`config.mk`:
```
export PLATFORM = sky130hd
export DESIGN_NAME = quaternion_mean_accumulator
export DESIGN_NICKNAME = d
export VERILOG_FILES = /design/src/rtl/qma_pkg.sv /design/src/rtl/quaternion_mean_accumulator.sv
export SDC_FILE = /design/constraint.sdc
export NUM_CORES = 2
export LEC_CHECK = 0
export ABC_AREA = 1
export BUFFER_PORTS_ARGS = -buffer_cell sky130_fd_sc_hd__buf_2
export CORE_UTILIZATION = 35
export CTS_CLUSTER_DIAMETER = 150
export DETAILED_ROUTE_END_ITERATION = 10
export GPL_TIMING_DRIVEN = 0
export PLACE_DENSITY = 0.48
export SYNTH_ARGS = -nofsm -noshare
export SYNTH_HDL_FRONTEND = slang
export SYNTH_SLANG_ARGS = --single-unit
```
`constraint.sdc`:
```
create_clock -name clk -period 15.05 [get_ports clk]
set_input_delay 0.7525 -clock clk [delete_from_list [all_inputs] [get_ports clk]]
set_output_delay 0.7525 -clock clk [all_outputs]
set_load 0.02 [all_outputs]
```
`src/rtl/qma_pkg.sv`:
```
// qma_pkg: shared constants for the quaternion mean accumulator.
// Holds sequencer state codes and fixed field widths; no dependencies.
package qma_pkg;

  localparam int QW      = 16;  // quaternion component / mean width
  localparam int WGT_W   = 16;  // weight width
  localparam int CNT_OUT = 24;  // atom_count port width
  localparam int NORM_MSB = 29; // normalized max lies in [2^29, 2^30)

  localparam int ST_W = 4;
  localparam logic [ST_W-1:0] S_IDLE  = 4'd0;
  localparam logic [ST_W-1:0] S_MUL   = 4'd1;
  localparam logic [ST_W-1:0] S_ADD   = 4'd2;
  localparam logic [ST_W-1:0] S_NORM  = 4'd3;
  localparam logic [ST_W-1:0] S_SQ    = 4'd4;
  localparam logic [ST_W-1:0] S_SQACC = 4'd5;
  localparam logic [ST_W-1:0] S_ROOT  = 4'd6;
  localparam logic [ST_W-1:0] S_DIV   = 4'd7;
  localparam logic [ST_W-1:0] S_DONE  = 4'd8;

endpackage

```
`src/rtl/quaternion_mean_accumulator.sv`:
```
// quaternion_mean_accumulator: weighted quaternion sum with unit-length output.
// Depends on qma_pkg (state codes, field widths).
//
// Usage:
//   Input channel (in_valid/in_ready) carries one transaction: a Q1.15
//   quaternion, a weight, mode and start_req. The output channel
//   (out_valid/out_ready) returns one transaction per input: the running
//   sum scaled to unit length, the zero_sum and saturated flags, and the
//   atom count.
//   After acceptance the item is multiplied and added into each of the four
//   sums in turn, normalized by a shift of at most max(SUM_BITS-30, 29) bit
//   positions at one bit per cycle, squared and summed, square-rooted and
//   divided per component before out_valid; the next item is accepted only
//   after the result loads. An all-zero sum skips straight to the result
//   after accumulation. The square root is bit-serial (32 steps) and the
//   divider restoring (FRAC_BITS+1 steps per component).
//   in_ready is high whenever the sequencer is idle, also while a finished
//   result still waits in the output register; if the receiver stalls, the
//   next item runs and then holds in its final step until the output frees.
//   Reset clears the sums, the count, the clip flag and out_valid.
module quaternion_mean_accumulator
  import qma_pkg::*;
#(
  parameter int SUM_BITS   = 48,
  parameter int COUNT_BITS = 24,
  parameter int FRAC_BITS  = 15
) (
  input  logic                    clk,
  input  logic                    rst,
  input  logic                    in_valid,
  output logic                    in_ready,
  input  logic                    mode,
  input  logic                    start_req,
  input  logic signed [QW-1:0]    in_w,
  input  logic signed [QW-1:0]    in_x,
  input  logic signed [QW-1:0]    in_y,
  input  logic signed [QW-1:0]    in_z,
  input  logic [WGT_W-1:0]        weight,
  output logic                    out_valid,
  input  logic                    out_ready,
  output logic signed [QW-1:0]    mean_w,
  output logic signed [QW-1:0]    mean_x,
  output logic signed [QW-1:0]    mean_y,
  output logic signed [QW-1:0]    mean_z,
  output logic                    zero_sum,
  output logic                    saturated,
  output logic [CNT_OUT-1:0]      atom_count
);

  // Count arithmetic is wide enough for either the count or the weight.
  localparam int CW   = ((COUNT_BITS > WGT_W) ? COUNT_BITS : WGT_W) + 1;
  localparam int QB   = FRAC_BITS + 1;          // quotient bits
  localparam int QX   = (QB > QW + 1) ? QB : QW + 1;
  localparam int DCW  = $clog2(QB);
  localparam logic [CW-1:0] CNT_MAX = CW'((64'd1 << COUNT_BITS) - 64'd1);

  logic [ST_W-1:0]              state;
  logic [1:0]                   idx;
  logic signed [QW-1:0]         qin [4];
  logic [WGT_W-1:0]             wgt;
  logic signed [SUM_BITS-1:0]   sums [4];
  logic [COUNT_BITS-1:0]        count;
  logic                         clip;
  logic signed [QW+WGT_W:0]     prod;
  logic [SUM_BITS-1:0]          mag [4];
  logic [SUM_BITS-1:0]          mmax;
  logic [59:0]                  sq;
  logic [61:0]                  acc;
  logic [63:0]                  rv;
  logic [63:0]                  res;
  logic [4:0]                   k;
  logic [30:0]                  len;
  logic [32:0]                  rem;
  logic [QB-1:0]                quo;
  logic [DCW-1:0]               dcnt;
  logic signed [QW-1:0]         mres [4];
  logic                         zflag;

  // ---------------------------------------------------------------------
  // Accept-time count update (uses cleared base on start_req)
  // ---------------------------------------------------------------------
  logic [CW-1:0]   cnt_base, cnt_sum;
  logic            cnt_clip;
  always_comb begin
    cnt_base = start_req ? '0 : CW'(count);
    cnt_sum  = cnt_base + CW'(weight);
    cnt_clip = mode && (cnt_sum > CNT_MAX);
  end

  // ---------------------------------------------------------------------
  // Saturating add of one product into its sum
  // ---------------------------------------------------------------------
  logic signed [SUM_BITS:0]   add_ext;
  logic signed [SUM_BITS-1:0] add_sat;
  logic                       add_ovf;
  logic [SUM_BITS-1:0]        add_mag;
  logic [SUM_BITS-1:0]        m_new;
  always_comb begin
    add_ext = {sums[idx][SUM_BITS-1], sums[idx]} + (SUM_BITS+1)'(prod);
    add_ovf = add_ext[SUM_BITS] != add_ext[SUM_BITS-1];
    if (add_ovf) begin
      add_sat = add_ext[SUM_BITS] ? {1'b1, {(SUM_BITS-1){1'b0}}}
                                  : {1'b0, {(SUM_BITS-1){1'b1}}};
    end else begin
      add_sat = add_ext[SUM_BITS-1:0];
    end
    add_mag = add_sat[SUM_BITS-1] ? SUM_BITS'(-add_sat) : SUM_BITS'(add_sat);
    m_new   = (add_mag > mmax) ? add_mag : mmax;
  end

  // ---------------------------------------------------------------------
  // Square root step and divide step
  // ---------------------------------------------------------------------
  logic [63:0] rbit, rtrial;
  logic        rge;
  logic [32:0] dsub;
  logic        dge;
  logic [QB-1:0]  qfin;
  logic [QX-1:0]  qext;
  logic signed [QW-1:0] qsat;
  always_comb begin
    rbit   = 64'd1 << {k, 1'b0};
    rtrial = res + rbit;
    rge    = rv >= rtrial;
    dge    = rem >= 33'(len);
    dsub   = dge ? rem - 33'(len) : rem;
    qfin   = {quo[QB-2:0], dge};
    qext   = QX'(qfin);
    if (sums[idx][SUM_BITS-1]) begin
      qsat = (qext > QX'(32768)) ? QW'(-32768) : QW'(-qext);
    end else begin
      qsat = (qext > QX'(32767)) ? QW'(32767) : QW'(qext);
    end
  end

  assign in_ready = (state == S_IDLE);

  // ---------------------------------------------------------------------
  // Output valid: raise when a result loads, drop when it is taken
  // ---------------------------------------------------------------------
  always_ff @(posedge clk) begin
    if (rst) begin
      out_valid <= 1'b0;
    end else if (state == S_DONE && (!out_valid || out_ready)) begin
      out_valid <= 1'b1;
    end else if (out_ready) begin
      out_valid <= 1'b0;
    end
  end

  // ---------------------------------------------------------------------
  // Sequencer
  // ---------------------------------------------------------------------
  always_ff @(posedge clk) begin
    if (rst) begin
      state     <= S_IDLE;
      idx       <= '0;
      count     <= '0;
      clip      <= 1'b0;
      for (int i = 0; i < 4; i++) sums[i] <= '0;
    end else begin
      case (state)
        S_IDLE: begin
          if (in_valid) begin
            qin[0] <= in_w;
            qin[1] <= in_x;
            qin[2] <= in_y;
            qin[3] <= in_z;
            wgt    <= weight;
            idx    <= '0;
            mmax   <= '0;
            if (start_req) begin
              for (int i = 0; i < 4; i++) sums[i] <= '0;
            end
            if (mode) begin
              count <= cnt_clip ? CNT_MAX[COUNT_BITS-1:0] : cnt_sum[COUNT_BITS-1:0];
            end else if (start_req) begin
              count <= '0;
            end
            clip  <= (start_req ? 1'b0 : clip) | cnt_clip;
            state <= S_MUL;
          end
        end
        S_MUL: begin
          prod  <= qin[idx] * $signed({1'b0, wgt});
          state <= S_ADD;
        end
        S_ADD: begin
          sums[idx] <= add_sat;
          mag[idx]  <= add_mag;
          mmax      <= m_new;
          if (add_ovf) clip <= 1'b1;
          idx <= idx + 2'd1;
          if (idx == 2'd3) begin
            if (m_new == '0) begin
              zflag <= 1'b1;
              for (int i = 0; i < 4; i++) mres[i] <= '0;
              state <= S_DONE;
            end else begin
              zflag <= 1'b0;
              state <= S_NORM;
            end
          end else begin
            state <= S_MUL;
          end
        end
        S_NORM: begin
          // Shift all four magnitudes together; right shifts truncate.
          if (mmax[SUM_BITS-1:NORM_MSB+1] != '0) begin
            mmax <= mmax >> 1;
            for (int i = 0; i < 4; i++) mag[i] <= mag[i] >> 1;
          end else if (!mmax[NORM_MSB]) begin
            mmax <= mmax << 1;
            for (int i = 0; i < 4; i++) mag[i] <= mag[i] << 1;
          end else begin
            acc   <= '0;
            idx   <= '0;
            state <= S_SQ;
          end
        end
        S_SQ: begin
          sq    <= mag[idx][NORM_MSB:0] * mag[idx][NORM_MSB:0];
          state <= S_SQACC;
        end
        S_SQACC: begin
          idx <= idx + 2'd1;
          if (idx == 2'd3) begin
            rv    <= 64'(acc + 62'(sq));
            res   <= '0;
            k     <= 5'd31;
            state <= S_ROOT;
          end else begin
            acc   <= acc + 62'(sq);
            state <= S_SQ;
          end
        end
        S_ROOT: begin
          if (rge) begin
            rv  <= rv - rtrial;
            res <= (res >> 1) + rbit;
          end else begin
            res <= res >> 1;
          end
          k <= k - 5'd1;
          if (k == 5'd0) begin
            len   <= rge ? 31'((res >> 1) + rbit) : 31'(res >> 1);
            idx   <= '0;
            rem   <= 33'(mag[0][NORM_MSB:0]);
            quo   <= '0;
            dcnt  <= DCW'(FRAC_BITS);
            state <= S_DIV;
          end
        end
        S_DIV: begin
          // Restoring divide, one quotient bit per cycle.
          if (dcnt == '0) begin
            mres[idx] <= qsat;
            idx       <= idx + 2'd1;
            rem       <= 33'(mag[idx + 2'd1][NORM_MSB:0]);
            quo       <= '0;
            dcnt      <= DCW'(FRAC_BITS);
            if (idx == 2'd3) state <= S_DONE;
          end else begin
            quo  <= qfin;
            rem  <= {dsub[31:0], 1'b0};
            dcnt <= dcnt - DCW'(1);
          end
        end
        S_DONE: begin
          // Hold until the output register is free.
          if (!out_valid || out_ready) begin
            mean_w     <= mres[0];
            mean_x     <= mres[1];
            mean_y     <= mres[2];
            mean_z     <= mres[3];
            zero_sum   <= zflag;
            saturated  <= clip;
            atom_count <= CNT_OUT'(count);
            state      <= S_IDLE;
          end
        end
        default: state <= S_IDLE;
      endcase
    end
  end

  // ---------------------------------------------------------------------
  // Assertions
  // ---------------------------------------------------------------------
  a_len_range: assert property (@(posedge clk) disable iff (rst)
    (state == S_DIV) |-> ((len >> NORM_MSB) != '0))
    else $error("root below normalized range");

  a_norm_done: assert property (@(posedge clk) disable iff (rst)
    (state == S_SQ) |-> (mmax[NORM_MSB] && (mmax >> (NORM_MSB + 1)) == '0))
    else $error("squares taken before normalization finished");

  a_zero_out: assert property (@(posedge clk) disable iff (rst)
    (out_valid && zero_sum) |->
      (mean_w == '0 && mean_x == '0 && mean_y == '0 && mean_z == '0))
    else $error("zero sum with nonzero mean");

  a_count_max: assert property (@(posedge clk) disable iff (rst)
    (CW'(count) <= CNT_MAX))
    else $error("count beyond its ceiling");

endmodule
```
==> results.sh <==
export IMPL_num_fill_cells=28800
export IMPL_clock_sinks=1071
export IMPL_worst_pin_slew_ns=1.57
export IMPL_final_antenna_net_count=0
export IMPL_ys_seq_area_share_pct=31.9
export IMPL_hp_class="input port to register"
export IMPL_clock_latency_ns=0.85
export IMPL_synth_edf_count=1034
export IMPL_ys_flop_type="edfxtp_1"
export IMPL_rows=195
export IMPL_dr_pass1_iters=7
export IMPL_die_h_um=536
export IMPL_syn_nets=13500
export IMPL_place_congestion=0.935
export IMPL_grt_pass1_vias=84100
export IMPL_cts_root_buf="clkbuf_16"
export IMPL_crit_required_ns=15.51
export IMPL_rrSetupSlack_ns=1.05
export IMPL_crit_slowest_cell="dfxtp_1"
export IMPL_r2r_cells=58
export IMPL_mostFrequentLayoutCells="2176 x inv_1, 2153 x nand2_1, 1536 x nor2_1"
export IMPL_wl_um=355000
export IMPL_ys_warnings_count=0
export IMPL_cts_buffers=138
export IMPL_slew_violations=11
export IMPL_placed_cells=15800
export IMPL_avgSynthCellArea_um2=8.44
export IMPL_ios=178
export IMPL_die_area_um2=287000
export IMPL_min_period_ns=14.00
export IMPL_min_period_over_period_pct=93.0
export IMPL_cp_num_cells=58
export IMPL_critPathMaxFanout=16
export IMPL_cts_tree="built"
export IMPL_vias=83100
export IMPL_portBuffers=177
export IMPL_fin_skew_ns=0.0804
export IMPL_nNetsFinal=13900
export IMPL_stdcell_count=16000
export IMPL_ys_types=68
export IMPL_clockBufferDepth=4
export IMPL_clkTransAtPathRegs_ns=0.06
export IMPL_drive_above_1_share_pct=5.20
export IMPL_drt_iter0_markers=7613
export IMPL_max_freq_mhz=71.4
export IMPL_core_area_um2=283000
export IMPL_synth_seq_cells=1071
export IMPL_synth_largest_area_cell="edfxtp_1"
export IMPL_max_stage_delay_ns=0.64
export IMPL_cp_end_kind="register"
export IMPL_synthToLayoutAreaGrowth_pct=11.4
export IMPL_grt_max_degree=48
export IMPL_drv_cap=1
export IMPL_htreeDepth=4
export IMPL_rr_endpoint="mres[3][11]"
export IMPL_synth_top_area_share_pct=31.1
export IMPL_crit_arrival_ns=14.46
export IMPL_rsz0062_at_grt="no"
export IMPL_wl_per_cell_um=22.1
export IMPL_cp_common_cell="nand2_1"
export IMPL_cts_setup_buffers=0
export IMPL_start_kind="register"
export IMPL_netlist_area_um2=99700
export IMPL_grt_pass1_wl_um=531000
export IMPL_hold_violations=0
export IMPL_violations="max-capacitance violations, max-slew violations"
export IMPL_hpwlAfterDp_um=288000
export IMPL_ys_top_cells_by_area="edfxtp_1 31%, fa_1 18%, ha_1 9.0%"
export IMPL_path_buf_inv=14
export IMPL_start_util_pct=35.3
export IMPL_async_flop_share_pct=0
export IMPL_post_route_drc_count=0
export IMPL_antenna_found_initial=26
export IMPL_syn_inst=11800
export IMPL_die_x_um=536
export IMPL_crit_family="simple AND/OR/NAND/NOR gates"
export IMPL_slew_headroom_pct=-4.66
export IMPL_final_common_cell="inv_1"
export IMPL_grt_ovfl_total=0
export IMPL_crit_type="register to register"
export IMPL_status="finished with violations"
export IMPL_worstSetupEndpoint="mres[3][11]"
export IMPL_track_usage_pct=24.6
export IMPL_vias_per_cell=5.18
export IMPL_setup_viol=0
layout make-up:
cell class	instances	area [µm²]	area share [%]
diodes	7	17.5	0.0158
repair buffers	243	1760	1.59
clock inverters	85	1060	0.956
well taps	3743	4680	4.22
multi-input cells	8157	58400	52.5
inverters	2225	8350	7.52
flip-flops and latches	1071	31800	28.6
clock buffers	158	3620	3.26
plain buffers	349	1430	1.29
registers in the layout (all words and copies together), names as in the netlist, 24 cells and up, named ones only:
name	cells
qin	64
prod	33
rem	33
count	24
len	31
mmax	48
atom_count	24
mres	64
res	64
acc	62
rv	64
sums	192
sq	59
mag	192
Yosys cell counts (33+ instances only):
library cell,instances
a21oi_1,723
a22oi_1,73
a31oi_1,79
buf_1,41
clkbuf_1,294
dfxtp_1,37
edfxtp_1,1034
fa_1,893
ha_1,715
inv_1,2177
nand2_1,2164
nand3_1,338
nand4_1,44
nor2_1,1541
nor3_1,53
o21ai_0,548
o21ai_1,55
o221ai_1,149
o22ai_1,81
or2_2,33
xnor2_1,150
xor2_1,192
timing repair:
action                                  4_1_cts  5_1_grt
endpoints found under the setup margin       68       68
hold endpoints to repair                      0        0
gates resized for setup                      10       27
hold buffers                                  0        0
stage by stage:
| stage | util, % | area [µm²] | hold WS [ns] | worst slack, ns | TNS [ns] |
|---|---|---|---|---|---|
| CTS | 39.3 | 111000 | 0.0112 | 0.0574 | 0 |
| global route | 39.3 | 111000 | 0.0311 | 0.164 | 0 |
| detailed placement | 37.6 | 106000 | 0.405 | -1.24 | -75.29 |
| finish | 39.3 | 111000 | 0.0800 | 1.05 | 0 |
| global placement | 37.2 | 105000 | 0.401 | -3.45 | -289.66 |
| floorplan | - | 99700 | 0.400 | 3.35 | 0 |
worst min path at each step:
stage | startpoint | end | cells after the start
6_report | in_z[7] | qin[3][7] | 1
2_1_floorplan | mres[0][0] | mean_w[0] | 0
3_5_place_dp | mres[0][13] | mean_w[13] | 0
3_3_place_gp | mres[1][15] | mean_x[15] | 0
5_1_grt | in_w[10] | qin[0][10] | 1
4_1_cts | in_z[7] | qin[3][7] | 1
cells by family after synthesis:
family                     synth area share (%)
AOI/OAI and AO/OA                          11.1
DFF                                        31.9
and+or+nand+nor                            17.3
buffers and inverters                      9.79
xor gates and xnor gates                   3.00
adders and majority gates                  26.9
metal layers:
| metal | up-vias | routed length (µm) | track usage, % |
|---|---|---|---|
| li1 | 39000 | - | - |
| met1 | 40800 | 165000 | 35.4 |
| met2 | 2933 | 156000 | 38.4 |
| met3 | 442 | 24700 | 3.84 |
| met4 | 28 | 8590 | 5.74 |
| met5 | - | 281 | 0 |
Power is not shown: default switching activity piles up to over one toggle a cycle in this logic, so the estimate is an artifact.
